`src/hdl/s1tsg_pkg.sv`:
```
package s1tsg_pkg;

  localparam int unsigned NumRounds = 80;
  localparam int unsigned CfgIdxW   = 3;
  localparam int unsigned CfgDataW  = 48;

  localparam logic [63:0] LcgMul  = 64'h5d588b656c078965;
  localparam logic [63:0] LcgAdd  = 64'h0000000000269ec3;
  localparam logic [31:0] KeyBase = 32'hff2f0000;
  localparam logic [31:0] PadWord = 32'h80000000;
  localparam logic [31:0] LenWord = 32'h000001a0;
  localparam logic [31:0] OffSeq  = 32'h00000054;
  localparam logic [31:0] OffA    = 32'h000000fc;
  localparam logic [31:0] OffB    = 32'h00000148;

  localparam logic [31:0] Iv0 = 32'h67452301;
  localparam logic [31:0] Iv1 = 32'hefcdab89;
  localparam logic [31:0] Iv2 = 32'h98badcfe;
  localparam logic [31:0] Iv3 = 32'h10325476;
  localparam logic [31:0] Iv4 = 32'hc3d2e1f0;

  // Reciprocals for the time split and the weekday; all three estimates are at most one too low.
  localparam logic [15:0] RecipHour = 16'd37282;
  localparam logic [10:0] RecipMin  = 11'd1092;
  localparam logic [7:0]  RecipWeek = 8'd147;

  typedef enum logic [CfgIdxW-1:0] {
    REG_LANGUAGE = 3'd0,
    REG_VERSION  = 3'd1,
    REG_CONSOLE  = 3'd2,
    REG_VCOUNT   = 3'd3,
    REG_MAC      = 3'd4,
    REG_FRAME    = 3'd5,
    REG_STATUS   = 3'd6
  } cfg_reg_e;

  typedef struct packed {
    logic [2:0]  language;
    logic [1:0]  game_version;
    logic [1:0]  console_type;
    logic [7:0]  vcount;
    logic [47:0] mac_address;
    logic [6:0]  frame_value;
    logic [6:0]  status_value;
  } cfg_t;

  typedef struct packed {
    logic [6:0]  year_in_century;
    logic [3:0]  month_number;
    logic [4:0]  day_of_month;
    logic [16:0] second_of_day;
    logic [11:0] key_mask;
    logic [15:0] timer_value;
  } item_t;

  typedef struct packed {
    logic             vld;
    logic             ok;
    logic [31:0]      a;
    logic [31:0]      b;
    logic [31:0]      c;
    logic [31:0]      d;
    logic [31:0]      e;
    logic [15:0][31:0] w;
  } rnd_t;

  function automatic logic [31:0] bswap32(input logic [31:0] x);
    return {x[7:0], x[15:8], x[23:16], x[31:24]};
  endfunction

  function automatic logic [7:0] to_bcd(input logic [6:0] v);
    logic [17:0] p;
    logic [3:0]  t;
    logic [6:0]  u;
    p = 18'(v) * 18'd205;
    t = p[14:11];
    u = v - 7'(t) * 7'd10;
    return {t, u[3:0]};
  endfunction

  // Days before the month, modulo 7, for a common year.
  function automatic logic [2:0] month_off(input logic [3:0] m);
    logic [2:0] r;
    unique case (m)
      4'd2:    r = 3'd3;
      4'd3:    r = 3'd3;
      4'd4:    r = 3'd6;
      4'd5:    r = 3'd1;
      4'd6:    r = 3'd4;
      4'd7:    r = 3'd6;
      4'd8:    r = 3'd2;
      4'd9:    r = 3'd5;
      4'd11:   r = 3'd3;
      4'd12:   r = 3'd5;
      default: r = 3'd0;
    endcase
    return r;
  endfunction

  function automatic logic [4:0] month_len(input logic [3:0] m, input logic leap);
    logic [4:0] r;
    unique case (m)
      4'd2:    r = leap ? 5'd29 : 5'd28;
      4'd4, 4'd6, 4'd9, 4'd11: r = 5'd30;
      default: r = 5'd31;
    endcase
    return r;
  endfunction

  function automatic logic [31:0] base_word(input logic alt, input logic [2:0] lang,
                                            input logic [1:0] ver);
    logic [127:0] row;
    if (!alt) begin
      unique case (lang)
        3'd0:    row = {32'h02200050, 32'h02200010, 32'h022160d0, 32'h022160b0};
        3'd1:    row = {32'h021ffff0, 32'h021fffd0, 32'h02216070, 32'h02216070};
        3'd2:    row = {32'h02200050, 32'h02200030, 32'h02216050, 32'h02216030};
        3'd3:    row = {32'h021fff50, 32'h021fff10, 32'h02215fd0, 32'h02215fb0};
        3'd4:    row = {32'h021fff70, 32'h021fff50, 32'h02216010, 32'h02215ff0};
        3'd5:    row = {32'h021ff9d0, 32'h021ff9b0, 32'h02215f30, 32'h02215f10};
        default: row = {32'h02200770, 32'h02200750, 32'h022167b0, 32'h022167b0};
      endcase
    end else begin
      unique case (lang)
        3'd0:    row = {32'h027a5e90, 32'h027a5f70, 32'h027601b0, 32'h02760190};
        3'd1:    row = {32'h027a5fb0, 32'h027a6070, 32'h027601f0, 32'h027601f0};
        3'd2:    row = {32'h027a5ef0, 32'h027a5f90, 32'h02760250, 32'h02760230};
        3'd3:    row = {32'h027a5ed0, 32'h027a5f70, 32'h027601d0, 32'h027601d0};
        3'd4:    row = {32'h027a6010, 32'h027a6110, 32'h027602f0, 32'h027602f0};
        3'd5:    row = {32'h027aa5f0, 32'h027aa730, 32'h02761150, 32'h02761150};
        default: row = {32'h027a57b0, 32'h02200770, 32'h02761150, 32'h02761150};
      endcase
    end
    return row[ver*32 +: 32];
  endfunction

  function automatic logic [31:0] seq0_word(input logic [2:0] lang, input logic hi);
    logic [63:0] row;
    unique case (lang)
      3'd0:    row = {32'h0209af28, 32'h0209aee8};
      3'd1:    row = {32'h0209aec8, 32'h0209aea8};
      3'd2:    row = {32'h0209af28, 32'h0209af08};
      3'd3:    row = {32'h0209ae28, 32'h0209ade8};
      3'd4:    row = {32'h0209ae48, 32'h0209ae28};
      3'd5:    row = {32'h0209a8fc, 32'h0209a8dc};
      default: row = {32'h0209b62c, 32'h0209b60c};
    endcase
    return hi ? row[63:32] : row[31:0];
  endfunction

  function automatic logic [31:0] seq1_word(input logic [2:0] lang, input logic hi);
    logic [63:0] row;
    unique case (lang)
      3'd0:    row = {32'h02039e15, 32'h02039de9};
      3'd1:    row = {32'h02039de5, 32'h02039db9};
      3'd2:    row = {32'h02039e25, 32'h02039df9};
      3'd3:    row = {32'h02039d95, 32'h02039d69};
      3'd4:    row = {32'h02039d95, 32'h02039d69};
      3'd5:    row = {32'h02039af5, 32'h02039ac9};
      default: row = {32'h0203a501, 32'h0203a4d5};
    endcase
    return hi ? row[63:32] : row[31:0];
  endfunction

endpackage

```
`src/hdl/s1tsg_round.sv`:
```
module s1tsg_round
  import s1tsg_pkg::*;
#(
  parameter int unsigned Round = 0
) (
  input  logic clk_i,
  input  logic rst_ni,
  input  logic en_i,
  input  rnd_t rnd_i,
  output rnd_t rnd_o
);

  rnd_t        rnd_q;
  rnd_t        rnd_d;
  logic [31:0] f, k, nxt;

  always_comb begin
    if (Round < 20) begin
      f = (rnd_i.b & rnd_i.c) | (~rnd_i.b & rnd_i.d);
      k = 32'h5a827999;
    end else if (Round < 40) begin
      f = rnd_i.b ^ rnd_i.c ^ rnd_i.d;
      k = 32'h6ed9eba1;
    end else if (Round < 60) begin
      f = (rnd_i.b & rnd_i.c) | (rnd_i.b & rnd_i.d) | (rnd_i.c & rnd_i.d);
      k = 32'h8f1bbcdc;
    end else begin
      f = rnd_i.b ^ rnd_i.c ^ rnd_i.d;
      k = 32'hca62c1d6;
    end

    // The schedule window slides by one word; the new word is w[i+16].
    nxt = rnd_i.w[13] ^ rnd_i.w[8] ^ rnd_i.w[2] ^ rnd_i.w[0];

    rnd_d        = rnd_i;
    rnd_d.a      = {rnd_i.a[26:0], rnd_i.a[31:27]} + f + rnd_i.e + k + rnd_i.w[0];
    rnd_d.b      = rnd_i.a;
    rnd_d.c      = {rnd_i.b[1:0], rnd_i.b[31:2]};
    rnd_d.d      = rnd_i.c;
    rnd_d.e      = rnd_i.d;
    rnd_d.w      = {{nxt[30:0], nxt[31]}, rnd_i.w[15:1]};
  end

  always_ff @(posedge clk_i or negedge rst_ni) begin
    if (!rst_ni) begin
      rnd_q <= '0;
    end else if (en_i) begin
      rnd_q <= rnd_d;
    end
  end

  assign rnd_o = rnd_q;

endmodule

```
`config.mk`:
```
export PLATFORM = sky130hd
export DESIGN_NAME = s1tsg_round
export DESIGN_NICKNAME = d
export VERILOG_FILES = /design/src/hdl/s1tsg_pkg.sv /design/src/hdl/s1tsg_round.sv
export SDC_FILE = /design/constraint.sdc
export NUM_CORES = 1
export LEC_CHECK = 0
export BUFFER_PORTS_ARGS = -buffer_cell sky130_fd_sc_hd__buf_2
export CAP_MARGIN = 20
export CORE_AREA = 2 2 531 533
export CTS_BUF_LIST = sky130_fd_sc_hd__clkbuf_2
export CTS_CLUSTER_DIAMETER = 100
export DETAILED_ROUTE_END_ITERATION = 12
export DIE_AREA = 0 0 533 535
export PLACE_DENSITY = 0.33
export SLEW_MARGIN = 5
export SYNTH_ARGS = -nofsm -noshare
export SYNTH_HDL_FRONTEND = slang
export SYNTH_SLANG_ARGS = --single-unit
export TNS_END_PERCENT = 30
```
`constraint.sdc`:
```
create_clock -name clk_i -period 2.3 [get_ports clk_i]
set_clock_uncertainty 0.1 [all_clocks]
set_input_delay 0.23 -clock clk_i [delete_from_list [all_inputs] [get_ports clk_i]]
set_output_delay 0.23 -clock clk_i [all_outputs]
set_load 0.02 [all_outputs]
```
==> results of run 1 <==
stage by stage:
stage | utilization (%) | instance area (sq um) | TNS (ns) | instances
after detailed placement | 15.7 | 43700 | -49.17 | 7381
after global placement | 15.7 | 43700 | -49.21 | 7381
after floorplan | - | 30100 | -29.64 | 2104
cell families after synthesis:
kind of cell    share of synthesized area [%]
mux                                      25.2
buf+inv                                  3.16
simple gates                             1.97
flops                                    56.5
xor+xnor                                 3.58
fa+ha+maj                                6.73
compound gates                           2.96
cells in the mapped netlist, types with 2 or more instances:
library cell	instances	area share, %
dfrtp_1	674	56
mux2_2	653	25
inv_1	162	2.0
xnor2_1	111	3.3
clkbuf_1	84	1.1
ha_1	63	2.6
fa_1	61	4.1
a21oi_1	60	1.0
nor2_1	48	0.60
nand2_1	41	0.52
mux2i_1	16	0.54
xor2_1	11	0.32
o21a_1	10	0.25
a21o_1	9	0.23
o21ai_0	9	0.15
nand3_1	7	0.12
nand4_1	7	0.15
o21ai_1	7	0.12
o31ai_1	7	0.18
nor3_1	6	0.10
a211o_1	4	0.12
buf_1	4	0.050
nand2b_1	4	0.084
o21bai_1	3	0.075
o221ai_1	3	0.088
or3_1	3	0.063
a221oi_1	2	0.059
and2_1	2	0.042
and3_1	2	0.042
nand2_2	2	0.042
nor2b_1	2	0.042
nor3b_1	2	0.050
o2111ai_1	2	0.059
o211ai_1	2	0.050
==> impl_results.md, run 1 <==
- Yosys reg bits: between 600 and 700
- Async SR Flop Fraction: 100%
- Root buf cell: clkbuf_2
- Syn_nets: 2905
- Post-synthesis sequential area ratio: 56.5%
- Yosys warnings: 0
- Starting Density: 10.7%
- Cells after synthesis: 2104
- Number of synthesized flops with an enable pin: 0
- Status: aborted with a tool error
- Post-DP HPWL: 175 mm
- Longest Clk Path Bufs: 4
- Failing step: 4_1_cts
- Port bufs: around 1400
- # resized after CTS: around 640
- Run Error: [ERROR RSZ-0060] Max buffer count reached.
- Post-synth top flop: dfrtp_1
- Clock sink count: 674
- CTS buffer count: 222
- I/O Pins: roughly 1400
- Placer congestion estimate: roughly 0.85
- Die span in x: 533 um
- Die height: between 500 and 600 um
- H-tree Lvls: 4
- Cell Rows: 194
- Synth cell types: 55
- Synthesized area per cell: 14.2 sq um
- CTS Hold Bufs: 1561
- Synthesized area: 0.0299 sq mm
- Place WS: -2.03 ns
- Post-CTS setup buffers: between 50 and 60
==> inputs of run 2 (changes only) <==
--- a/config.mk
+++ b/config.mk
@@ -7,12 +7,10 @@
 export LEC_CHECK = 0
 export BUFFER_PORTS_ARGS = -buffer_cell sky130_fd_sc_hd__buf_2
 export CAP_MARGIN = 20
-export CORE_AREA = 2 2 531 533
-export CTS_BUF_LIST = sky130_fd_sc_hd__clkbuf_2
-export CTS_CLUSTER_DIAMETER = 100
+export CORE_AREA = 2 2 527 529
 export DETAILED_ROUTE_END_ITERATION = 12
-export DIE_AREA = 0 0 533 535
-export PLACE_DENSITY = 0.33
+export DIE_AREA = 0 0 529 531
+export PLACE_DENSITY_LB_ADDON = 0.15
 export SLEW_MARGIN = 5
 export SYNTH_ARGS = -nofsm -noshare
 export SYNTH_HDL_FRONTEND = slang
==> impl_results.md, run 2 <==
- Status: finished with violations
- Failing checks: setup timing
- Combinational share of power: 35.0%
- Initial antenna violation count: 78
- Share of cells above drive strength 1: 55.2%
- CTS tree: done
- Largest net degree at the start of global routing: 71
- Via density: 3.25
- Sequential share of power: 30.3%
- Met2 wire len: 90.7 mm
- Largest cells by area after synthesis: dfrtp_1, mux2_2, fa_1
- Total core area: 0.275 sq mm
- Post-synth top flop: dfrtp_1
- Area added between synthesis and finish: 86.8%
- Highest net fanout along the worst path: 4
- Final Cycle Share: 141%
- Longest Clk Path Bufs: 4 (unchanged)
- Int Power: 30.7 mW
- Vias in the first global route: 29000
- Top cell type's share of synthesized area: 56.5% (unchanged)
- Later-pin clock latency in the skew report: 0.83 ns
- # DRC: 0
- Clock power share: approximately a third
- DRT met1 WL: 80.5 mm
- Port bufs: 1350 (unchanged)
- Psw: 16.3 mW
- H-tree Lvls: 3 (-1)
- Cells after synthesis: 2104 (unchanged)
- Most frequent cells in the layout: buf_2, dlygate4sd3_1, dfrtp_1
- Final setup viols: 27
- Post-DP HPWL: 166 mm (-4.9%)
- Slew at the pin closest to its max-slew limit: 0.711 ns
- Pwr Total: 47.0 mW
- Placer congestion estimate: 0.833 (-1.6%)
- Setup_tns: -17.67 ns
- Initial drt markers: approximately 830
- Max cap viols: 0
- Wire length per cell: 23.6 um
- Max reg flops: 674
- Final max-slew violation count: 0
- Die ar.: 0.281 sq mm
- Final instance area: roughly 0.056 sq mm
- # fillers: 30300
- Aggregate global-route resource usage: between 10% and 20%
- Final design utilization: 20.3%
- WS Path Type: input pin to register
- Max Freq: 309 MHz
- Antenna viol nets, final: 0
- Peak VDD IR: approximately 0.58 mV
- Starting Density: 10.9% (+0.14 points)
- I/O Pins: 1351 (unchanged)
- Hold WS: ~0.031 ns
- Synth area leader: dfrtp_1
- Critical Path Sink Type: register
- Worst EP arrival: between 3 and 4 ns
- Met3 wire length: ~21 mm
- Yosys reg bits: 674 (unchanged)
- PD cells: 842 mW/mm^2
- Top cells by count, synth: dfrtp_1, mux2_2, inv_1
- Number of synthesized flops with an enable pin: 0 (unchanged)
- Synth cell types: 55 (unchanged)
- Post-synthesis sequential area ratio: 56.5% (unchanged)
- Top sig layer: met5
- Startpoint Class: input pin
- DRT Pass-1 Iters: 4
- Tmin final: 3.23 ns
- Reg clk slew, reported paths: 0.06 ns
- CTS buffer count: 103 (-54%)
- Worst rel slew slack: 52.2%
- Place WS: -1.97 ns (+0.0624 ns)
- Dpl cell area: 0.0436 sq mm (-0.23%)
- Grt ovf: 0
- Final Hold Viols: 0
- Final Net Count: 5366
- Via count: 26900
- Switching fraction of total power: a little over a third
- Root buf cell: clkbuf_16
- Non-filler instance count after layout: 8271
- Die span in x: 529 um (-0.75%)
- Syn_nets: 2905 (unchanged)
- Commonest non-fill, non-tap cell in the layout: buf_2
- Yosys warnings: 0 (unchanged)
- Global-route wire length before repair: 258 mm
- Synthesized area per cell: 14.2 sq um (unchanged)
- Synthesized area: 0.0299 sq mm (unchanged)
- DP Cell Count: 7250 (-1.8%)
- Lkg Pwr: 25.2 nW
- Clock sink count: 674 (unchanged)
- PnR worst setup slack: -0.932 ns
- Most frequent cell after synthesis: dfrtp_1
- Die height: 531 um (-0.75%)
- WP data required: between 2 and 3 ns
- RSZ-0062 raised after global routing: true
- WL final: between 150 and 200 mm
- Async SR Flop Fraction: 100% (unchanged)
- Cell Rows: 193 (-0.52%)
- HP Class: input pin to register
-- run 2: worst paths after layout --
path,from,end,slack [ns],cells after the start
max in group asynchronous,rst_ni,rnd_o[195],0.95,5
worst min register to register,rnd_o[642],rnd_o[642],0.37,2
worst min-delay path,rnd_i[9],rnd_o[490],0.03,5
worst max register to register,rnd_o[672],rnd_o[672],0.78,2
min in group asynchronous,rst_ni,rnd_o[152],0.58,4
worst max-delay path,rnd_i[8],rnd_o[659],-0.93,17
-- run 2: area by class of cell --
type / instances / area [sq um] / area share (%)
Clock inverter: 38 / 464 / 0.832
Tap cell: 3607 / 4510 / 8.09
Inverter: 162 / 644 / 1.15
Sequential cell: 674 / 16900 / 30.2
Clock buffer: 141 / 2950 / 5.29
Multi-Input combinational cell: 1179 / 12600 / 22.7
Antenna cell: 25 / 62.6 / 0.112
Timing Repair Buffer: 2445 / 17600 / 31.6
-- run 2: what timing repair did --
item	4_1_cts	5_1_grt
setup endpoints to repair	28	27
hold endpoints to repair	1294	0
pin swaps	31	15
setup buffers	7	4
gates resized for setup	78	29
hold buffers	807	0
-- run 2: cells by family after synthesis --
logic type      after synthesis  synth area share, %
compound gates              134                 2.96
xor+xnor                    122                 3.58
fa+ha+maj                   124                 6.73
buf+inv                     251                 3.16
flops                       674                 56.5
mux                         669                 25.2
simple gates                130                 1.97
-- run 2: power by group through the flow --
stage | registers [mW] | clock network [mW] | logic, mW
floorplan | 16.1 | 0 | 5.16
global placement | 14.4 | 0 | 14.9
detailed placement | 14.4 | 0 | 14.8
CTS | 14.2 | 17.1 | 16.7
global route | 14.4 | 17.5 | 17.9
finish | 14.2 | 16.3 | 16.5
-- run 2: per-layer routing --
metal  up-vias  global-route usage (%)
met5         -                       0
met3       232                    6.36
met4        22                    2.24
met1     13400                    16.1
li1      12200                       -
met2      1015                    22.1
-- run 2: critical path, cell delays in order --
cell,delay [ns]
buf_8,0.08
clkinvlp_4,0.20
ha_4,0.33
inv_2,0.03
fa_1,0.49
inv_2,0.04
fa_1,0.49
inv_2,0.05
ha_4,0.23
a21o_1,0.19
a311oi_2,0.26
o21bai_2,0.13
a311oi_4,0.36
buf_4,0.21
o31ai_2,0.06
xor2_1,0.14
mux2_4,0.26
(Power assumes the default switching activity.)
