**config.mk**
```make
export PLATFORM = sky130hd
export DESIGN_NAME = s1tsg_lcg
export DESIGN_NICKNAME = d
export VERILOG_FILES = /design/src/hdl/s1tsg_pkg.sv /design/src/hdl/s1tsg_lcg.sv
export SDC_FILE = /design/constraint.sdc
export NUM_CORES = 2
export LEC_CHECK = 0
export ABC_AREA = 1
export BUFFER_PORTS_ARGS = -buffer_cell sky130_fd_sc_hd__buf_4
export CELL_PAD_IN_SITES_DETAIL_PLACEMENT = 0
export CELL_PAD_IN_SITES_GLOBAL_PLACEMENT = 1
export CORE_ASPECT_RATIO = 1.25
export CORE_MARGIN = 2
export CORE_UTILIZATION = 30
export CTS_BUF_LIST = sky130_fd_sc_hd__clkbuf_8 sky130_fd_sc_hd__clkbuf_16
export DETAILED_ROUTE_END_ITERATION = 10
export GPL_TIMING_DRIVEN = 0
export PLACE_DENSITY_LB_ADDON = 0.1
export SYNTH_ARGS = -nofsm -noshare
export SYNTH_HDL_FRONTEND = slang
export SYNTH_SLANG_ARGS = --single-unit
```
**constraint.sdc**
```tcl
create_clock -name clk_i -period 6 [get_ports clk_i]
set_clock_uncertainty 0.05 [all_clocks]
set_input_delay 0.3 -clock clk_i [delete_from_list [all_inputs] [get_ports clk_i]]
set_output_delay 0.3 -clock clk_i [all_outputs]
set_load 0.01 [all_outputs]
```
**src/hdl/s1tsg_pkg.sv**
```systemverilog
package s1tsg_pkg;

  localparam int unsigned NumRounds = 80;
  localparam int unsigned CfgIdxW   = 3;
  localparam int unsigned CfgDataW  = 48;

  localparam logic [63:0] LcgMul  = 64'h5d588b656c078965;
  localparam logic [63:0] LcgAdd  = 64'h0000000000269ec3;
  localparam logic [31:0] KeyBase = 32'hff2f0000;
  localparam logic [31:0] PadWord = 32'h80000000;
  localparam logic [31:0] LenWord = 32'h000001a0;
  localparam logic [31:0] OffSeq  = 32'h00000054;
  localparam logic [31:0] OffA    = 32'h000000fc;
  localparam logic [31:0] OffB    = 32'h00000148;

  localparam logic [31:0] Iv0 = 32'h67452301;
  localparam logic [31:0] Iv1 = 32'hefcdab89;
  localparam logic [31:0] Iv2 = 32'h98badcfe;
  localparam logic [31:0] Iv3 = 32'h10325476;
  localparam logic [31:0] Iv4 = 32'hc3d2e1f0;

  // Reciprocals for the time split and the weekday; all three estimates are at most one too low.
  localparam logic [15:0] RecipHour = 16'd37282;
  localparam logic [10:0] RecipMin  = 11'd1092;
  localparam logic [7:0]  RecipWeek = 8'd147;

  typedef enum logic [CfgIdxW-1:0] {
    REG_LANGUAGE = 3'd0,
    REG_VERSION  = 3'd1,
    REG_CONSOLE  = 3'd2,
    REG_VCOUNT   = 3'd3,
    REG_MAC      = 3'd4,
    REG_FRAME    = 3'd5,
    REG_STATUS   = 3'd6
  } cfg_reg_e;

  typedef struct packed {
    logic [2:0]  language;
    logic [1:0]  game_version;
    logic [1:0]  console_type;
    logic [7:0]  vcount;
    logic [47:0] mac_address;
    logic [6:0]  frame_value;
    logic [6:0]  status_value;
  } cfg_t;

  typedef struct packed {
    logic [6:0]  year_in_century;
    logic [3:0]  month_number;
    logic [4:0]  day_of_month;
    logic [16:0] second_of_day;
    logic [11:0] key_mask;
    logic [15:0] timer_value;
  } item_t;

  typedef struct packed {
    logic             vld;
    logic             ok;
    logic [31:0]      a;
    logic [31:0]      b;
    logic [31:0]      c;
    logic [31:0]      d;
    logic [31:0]      e;
    logic [15:0][31:0] w;
  } rnd_t;

  function automatic logic [31:0] bswap32(input logic [31:0] x);
    return {x[7:0], x[15:8], x[23:16], x[31:24]};
  endfunction

  function automatic logic [7:0] to_bcd(input logic [6:0] v);
    logic [17:0] p;
    logic [3:0]  t;
    logic [6:0]  u;
    p = 18'(v) * 18'd205;
    t = p[14:11];
    u = v - 7'(t) * 7'd10;
    return {t, u[3:0]};
  endfunction

  // Days before the month, modulo 7, for a common year.
  function automatic logic [2:0] month_off(input logic [3:0] m);
    logic [2:0] r;
    unique case (m)
      4'd2:    r = 3'd3;
      4'd3:    r = 3'd3;
      4'd4:    r = 3'd6;
      4'd5:    r = 3'd1;
      4'd6:    r = 3'd4;
      4'd7:    r = 3'd6;
      4'd8:    r = 3'd2;
      4'd9:    r = 3'd5;
      4'd11:   r = 3'd3;
      4'd12:   r = 3'd5;
      default: r = 3'd0;
    endcase
    return r;
  endfunction

  function automatic logic [4:0] month_len(input logic [3:0] m, input logic leap);
    logic [4:0] r;
    unique case (m)
      4'd2:    r = leap ? 5'd29 : 5'd28;
      4'd4, 4'd6, 4'd9, 4'd11: r = 5'd30;
      default: r = 5'd31;
    endcase
    return r;
  endfunction

  function automatic logic [31:0] base_word(input logic alt, input logic [2:0] lang,
                                            input logic [1:0] ver);
    logic [127:0] row;
    if (!alt) begin
      unique case (lang)
        3'd0:    row = {32'h02200050, 32'h02200010, 32'h022160d0, 32'h022160b0};
        3'd1:    row = {32'h021ffff0, 32'h021fffd0, 32'h02216070, 32'h02216070};
        3'd2:    row = {32'h02200050, 32'h02200030, 32'h02216050, 32'h02216030};
        3'd3:    row = {32'h021fff50, 32'h021fff10, 32'h02215fd0, 32'h02215fb0};
        3'd4:    row = {32'h021fff70, 32'h021fff50, 32'h02216010, 32'h02215ff0};
        3'd5:    row = {32'h021ff9d0, 32'h021ff9b0, 32'h02215f30, 32'h02215f10};
        default: row = {32'h02200770, 32'h02200750, 32'h022167b0, 32'h022167b0};
      endcase
    end else begin
      unique case (lang)
        3'd0:    row = {32'h027a5e90, 32'h027a5f70, 32'h027601b0, 32'h02760190};
        3'd1:    row = {32'h027a5fb0, 32'h027a6070, 32'h027601f0, 32'h027601f0};
        3'd2:    row = {32'h027a5ef0, 32'h027a5f90, 32'h02760250, 32'h02760230};
        3'd3:    row = {32'h027a5ed0, 32'h027a5f70, 32'h027601d0, 32'h027601d0};
        3'd4:    row = {32'h027a6010, 32'h027a6110, 32'h027602f0, 32'h027602f0};
        3'd5:    row = {32'h027aa5f0, 32'h027aa730, 32'h02761150, 32'h02761150};
        default: row = {32'h027a57b0, 32'h02200770, 32'h02761150, 32'h02761150};
      endcase
    end
    return row[ver*32 +: 32];
  endfunction

  function automatic logic [31:0] seq0_word(input logic [2:0] lang, input logic hi);
    logic [63:0] row;
    unique case (lang)
      3'd0:    row = {32'h0209af28, 32'h0209aee8};
      3'd1:    row = {32'h0209aec8, 32'h0209aea8};
      3'd2:    row = {32'h0209af28, 32'h0209af08};
      3'd3:    row = {32'h0209ae28, 32'h0209ade8};
      3'd4:    row = {32'h0209ae48, 32'h0209ae28};
      3'd5:    row = {32'h0209a8fc, 32'h0209a8dc};
      default: row = {32'h0209b62c, 32'h0209b60c};
    endcase
    return hi ? row[63:32] : row[31:0];
  endfunction

  function automatic logic [31:0] seq1_word(input logic [2:0] lang, input logic hi);
    logic [63:0] row;
    unique case (lang)
      3'd0:    row = {32'h02039e15, 32'h02039de9};
      3'd1:    row = {32'h02039de5, 32'h02039db9};
      3'd2:    row = {32'h02039e25, 32'h02039df9};
      3'd3:    row = {32'h02039d95, 32'h02039d69};
      3'd4:    row = {32'h02039d95, 32'h02039d69};
      3'd5:    row = {32'h02039af5, 32'h02039ac9};
      default: row = {32'h0203a501, 32'h0203a4d5};
    endcase
    return hi ? row[63:32] : row[31:0];
  endfunction

endpackage

```
**src/hdl/s1tsg_lcg.sv**
```systemverilog
module s1tsg_lcg
  import s1tsg_pkg::*;
(
  input  logic        clk_i,
  input  logic        rst_ni,
  input  logic        en_i,
  input  rnd_t        rnd_i,
  output logic        vld_o,
  output logic [63:0] seed_o,
  output logic        ok_o
);

  logic        v1_q, v2_q, v3_q;
  logic        ok1_q, ok2_q, ok3_q;
  logic [63:0] x_q;
  logic [63:0] p0_q;
  logic [31:0] p1_q, p2_q;
  logic [63:0] seed_q;
  logic [63:0] x_d, p0_d, seed_d;
  logic [31:0] p1_d, p2_d, cross_sum;

  always_comb begin
    x_d       = {bswap32(rnd_i.b + Iv1), bswap32(rnd_i.a + Iv0)};
    p0_d      = 64'(x_q[31:0]) * 64'(LcgMul[31:0]);
    p1_d      = x_q[31:0] * LcgMul[63:32];
    p2_d      = x_q[63:32] * LcgMul[31:0];
    cross_sum = p1_q + p2_q;
    seed_d    = ok2_q ? (p0_q + {cross_sum, 32'd0} + LcgAdd) : 64'd0;
  end

  always_ff @(posedge clk_i or negedge rst_ni) begin
    if (!rst_ni) begin
      v1_q <= 1'b0;
      v2_q <= 1'b0;
      v3_q <= 1'b0;
    end else if (en_i) begin
      v1_q <= rnd_i.vld;
      v2_q <= v1_q;
      v3_q <= v2_q;
    end
  end

  always_ff @(posedge clk_i) begin
    if (en_i) begin
      ok1_q  <= rnd_i.ok;
      x_q    <= x_d;
      ok2_q  <= ok1_q;
      p0_q   <= p0_d;
      p1_q   <= p1_d;
      p2_q   <= p2_d;
      ok3_q  <= ok2_q;
      seed_q <= seed_d;
    end
  end

  assign vld_o  = v3_q;
  assign seed_o = seed_q;
  assign ok_o   = ok3_q;

endmodule

```
# ---- Yosys cells after proc, flatten, opt, wreduce, memory -nomap -nowiden
# Index checks and enable logic that the tools add are counted.
dict set report totals {
  wordCells 19
  out_inout_bits 66
  inputBits 677
  register_bits 261
}
dict set report classes {
  n_addsub 5
  n_mul 3
}
# operator n
set op_table {}
lappend op_table {{63-bit by 64-bit adder with 64-bit output} 1}
lappend op_table {{64-bit by 22-bit adder with 64-bit output, second input constant} 1}
lappend op_table {{32-bit by 31-bit multiplier with 32-bit output, second input constant} 2}
lappend op_table {{32-bit by 31-bit multiplier with 63-bit output, second input constant} 1}
lappend op_table {{32-bit by 31-bit adder with 32-bit output, second input constant} 1}
lappend op_table {{32-bit adder} 1}
lappend op_table {{32-bit adder, second input constant} 1}

# ---- Logic depth before layout (Yosys ltp)
dict set report logic_depth {
  word_depth 3
  depth_mapped 27
  mapped_depth_nobuf 27
}

# ---- Worst setup path after synthesis
# No wires, ideal clock.
dict set report synth_path {
  path_kind {reg-to-reg}
  start {register x_q[2]}
  end {register p0_q[61] (data pin)}
  t_arrival_ns 5.782
  slack_ns -0.084
  synth_period_minus_slack_ns 6.084
  required_ns 5.698
  n_path_buf 0
  stages_incl_launch_ff 26
  setup_time_ns 0.252
  cell_sequence {edfxtp_1 > ha_1 > xor2_1 > ha_1 > or2_2 > ha_1 > xnor2_1 > fa_1 > inv_1 > fa_1 > fa_1 > fa_1 > inv_1 > fa_1 > inv_1 > ha_1 > nand2_1 > nor2_1 > nor2_1 > o21ai_0 > a21oi_1 > nor2_1 > nor2_1 > nand2_1 > nand2_1 > nand2_1}
}
dict set report synth_via {
  elab_chain_cells 1
}
# item line_no
set synth_lines {}
lappend synth_lines {{start, declared} s1tsg_lcg.sv:15} ;# logic [63:0] x_q;
lappend synth_lines {{start signal, assigned} s1tsg_lcg.sv:46} ;# x_q <= x_d;
lappend synth_lines {{32-bit by 31-bit multiplier with 63-bit output} s1tsg_lcg.sv:24} ;# p0_d = 64'(x_q[31:0]) * 64'(LcgMul[31:0]);
lappend synth_lines {{via p0_d[61]} s1tsg_lcg.sv:19} ;# logic [63:0] x_d, p0_d, seed_d;
lappend synth_lines {{end signal, assigned} s1tsg_lcg.sv:48} ;# p0_q <= p0_d;
lappend synth_lines {{end, declared} s1tsg_lcg.sv:16} ;# logic [63:0] p0_q;
# The timed path passes the listed nets, and every way through them passes these cells.
# A chain may end at the register's enable or synchronous reset.

# ---- Worst setup path in the final report
dict set report layout_path {
  start {register x_q[15]}
  end {register p0_q[50] (data pin)}
}
# The elaborated chain is that of the path after synthesis.

==> flow_summary.json <==
{
  "syn-num-nets": 7447,
  "vias": 37600,
  "grt_pass1_wl_um": 263000,
  "worstPathArrival_ps": 6760,
  "drive_gt1_share_pct": 24.6,
  "cts_buffers": 34,
  "port_buffers": 134,
  "final_max_slew_viol_count": 0,
  "hp-class": "in -> reg",
  "period_needed_ps": 6430,
  "io_pins": 743,
  "status": "finished, violations left",
  "regArea_um2": 7550,
  "rr_endpoint": "p0_q[50]",
  "met3_usage_pct": 2.10,
  "nFillCells": 15900,
  "clock_latency_ps": 630,
  "timing_hold_violations_final": 0,
  "maxSlewHeadroom_pct": 37.4,
  "async_flop_share_pct": 1.19,
  "clk_pin_slew_worst_paths_ps": 60,
  "busiest_layer": "met2",
  "cts_tree": "yes",
  "dieWidth_um": 356,
  "holdPathStages": 1,
  "grt-ovfl-total": 0,
  "worst-endpoint-required_ps": 6330,
  "worstSetupStartpointType": "flop",
  "place_ws_ps": -2650,
  "die_h_um": 444,
  "first_pass_iters": 5,
  "maxCapViolCount": 0,
  "postRouteAntennaNets": 0,
  "drc": 0,
  "timing.final.ws_setup_ps": -431,
  "first_global_vias": 40500,
  "start_util_pct": 30.2,
  "ys.flop_type": "edfxtp_1",
  "yosys_register_bits": 252,
  "crit_fanout": 4,
  "synthTopCellsByCount": "1,312 x inv_1, 788 x ha_1, 764 x nand2_1, 612 x fa_1, 424 x nor2_1",
  "yosysTopAreaCell": "fa_1",
  "synth_top_area_share_pct": 26.3,
  "first_iter_violations": 1769,
  "syn-instance-count": 5370,
  "cts_sinks": 252,
  "ys_warn_count": 0,
  "grt_util_met2_pct": 41.1,
  "worstMarginPinSlew_ps": 939,
  "grt_max_degree": 121,
  "vias_per_cell": 4.68,
  "detail_route.wl_per_cell_um": 22.3,
  "clock_path_buffers": 3,
  "yosys-top-cells-area": "fa_1 26%, ha_1 21%, edfxtp_1 16%",
  "wl_um": 179000,
  "min-delay-start": "en_i",
  "reg2regPathDepth": 23,
  "path_class": "reg -> reg",
  "r2r_slack_ps": -430,
  "core_area_um2": 154000,
  "gp_congestion": 0.942,
  "row_count": 161,
  "avgSynthCellArea_um2": 8.66,
  "syn_area_um2": 46500,
  "violations": "negative setup slack",
  "multi_input_comb_area_um2": 39500,
  "max_freq_mhz": 155,
  "rsz0062_at_grt": "true",
  "die_area_um2": 158000,
  "r2r-start": "x_q[15]",
  "grt_use_met1_pct": 28.3,
  "yosysSeqAreaShare_pct": 16.2,
  "antenna_found_initial": 4,
  "synth_most_common_cell": "inv_1",
  "area_growth_pct": 30.9,
  "dp_hpwl_um": 150000,
  "synth_edf_count": 249,
  "htreeDepth": 2,
  "grtUsageTotal_pct": 22.9,
  "end_kind": "flop",
  "hold_end": "p0_q[60]",
  "root_buffer": "clkbuf_16",
  "fin_crit_sh_pct": 107,
  "ys_types": 52,
  "setup_viol": 53,
  "layout.nets": 8044
}
-- layout make-up --
class,count,share of cell area (%)
antenna,3,0.0123
buffer,7,0.0781
clock buffer,35,1.42
clock inverter,25,0.436
inverter,1326,8.27
multi-input combinational,3784,64.8
sequential,252,12.4
tap,2037,4.19
timing repair buffer,562,8.38
-- cells in the final DEF (no fill, tap or decap), types with 22 or more instances in the layout --
cell type,synthesis,layout
o21ai_1,19,32
nor3_1,48,35
inv_1,1312,1195
xor2_4,0,22
nand2_4,0,45
o21ai_2,11,46
nor2_1,424,332
buf_4,0,393
a21oi_2,7,65
nand2_1,764,649
a21oi_4,0,48
nand4_1,44,44
nand2_2,10,75
fa_1,612,547
ha_1,788,631
nor2_4,0,66
xnor2_1,50,43
xor2_1,160,119
a21oi_1,300,194
nand3_2,6,28
fa_2,0,65
clkbuf_16,0,34
nand3_1,181,140
ha_4,0,140
buf_12,0,32
inv_2,14,117
dlygate4sd3_1,0,59
a21o_1,24,24
buf_6,0,73
edfxtp_1,249,249
nor2_2,13,39
o21ai_0,188,127
-- critical path: stages (launching register included) --
cell	delay (ps)
edfxtp_1	510
buf_6	180
ha_4	240
buf_12	130
ha_4	160
fa_1	540
inv_1	50
fa_1	490
inv_2	40
fa_1	520
fa_1	440
fa_1	530
inv_2	50
fa_2	620
inv_2	70
ha_4	370
nand2_8	80
o21ai_4	170
a21oi_2	80
buf_4	150
o21ai_4	160
nand2_2	90
nand3_4	110
xor2_4	350
-- state kept, by name, indices dropped and copies added (netlist names) --
name    cells
seed_o     64
x_q        64
p0_q       54
p1_q       32
p2_q       32
ok1_q       1
ok2_q       1
ok_o        1
v1_q        1
v2_q        1
vld_o       1
-- worst max-delay path by stage --
| stage | to | from | depth (start not counted) |
|---|---|---|---|
| after floorplan | p1_q[29] | x_q[16] | 21 |
| after global placement | p0_q[46] | x_q[0] | 20 |
| after detailed placement | p0_q[46] | x_q[0] | 20 |
| after CTS | p0_q[41] | x_q[1] | 24 |
| after global routing | p1_q[30] | x_q[15] | 23 |
| final | p0_q[50] | x_q[15] | 23 |
-- cell families (layout without fill, tap and decap cells) --
| family | Yosys count | count (layout) | synth area share, % |
|---|---|---|---|
| flip-flops | 252 | 252 | 16.2 |
| AO/OA/AOI/OAI | 624 | 624 | 7.41 |
| AND/OR/NAND/NOR | 1549 | 1549 | 14.0 |
| adder cells (fa/ha/maj) | 1400 | 1400 | 47.5 |
| XOR/XNOR | 210 | 210 | 3.95 |
| buffers and inverters | 1334 | 1955 | 10.8 |
| other | 0 | 3 | 0 |
| multiplexers | 1 | 1 | 0.0242 |
-- metal layers --
metal  vias to the layer above  wire length (um)
met2                       615             90400
met1                     18600             76000
met3                       216              5390
met5                         -                13
met4                         2              7630
li1                      18200                 -
-- stage by stage --
stage | area [um^2] | utilization (%) | instances | TNS [ps] | hold slack (ps)
2_1_floorplan | 46600 | - | 5370 | -22.2 | -45.6
4_1_cts | 57800 | 37.5 | 7918 | -14300 | 1.46
6_report | 60900 | 39.6 | 8031 | -15020 | 26.9
3_5_place_dp | 50200 | 32.7 | 7543 | -117820 | 42.4
3_3_place_gp | 50200 | 32.6 | 7541 | -119090 | 42.1
5_1_grt | 60900 | 39.6 | 8029 | -24500 | 29.5
-- repair_timing --
| action | in CTS | in global routing |
|---|---|---|
| hold buffers | 59 | 0 |
| buffers inserted | 257 | 116 |
| pin swaps | 244 | 347 |
| hold endpoints to repair | 57 | 0 |
| gates resized for setup | 818 | 507 |
| setup endpoints to repair | 88 | 77 |
Power is left out: the tool's default activity adds up to more than one toggle a clock period on the data nets, which glitch-free logic cannot reach.
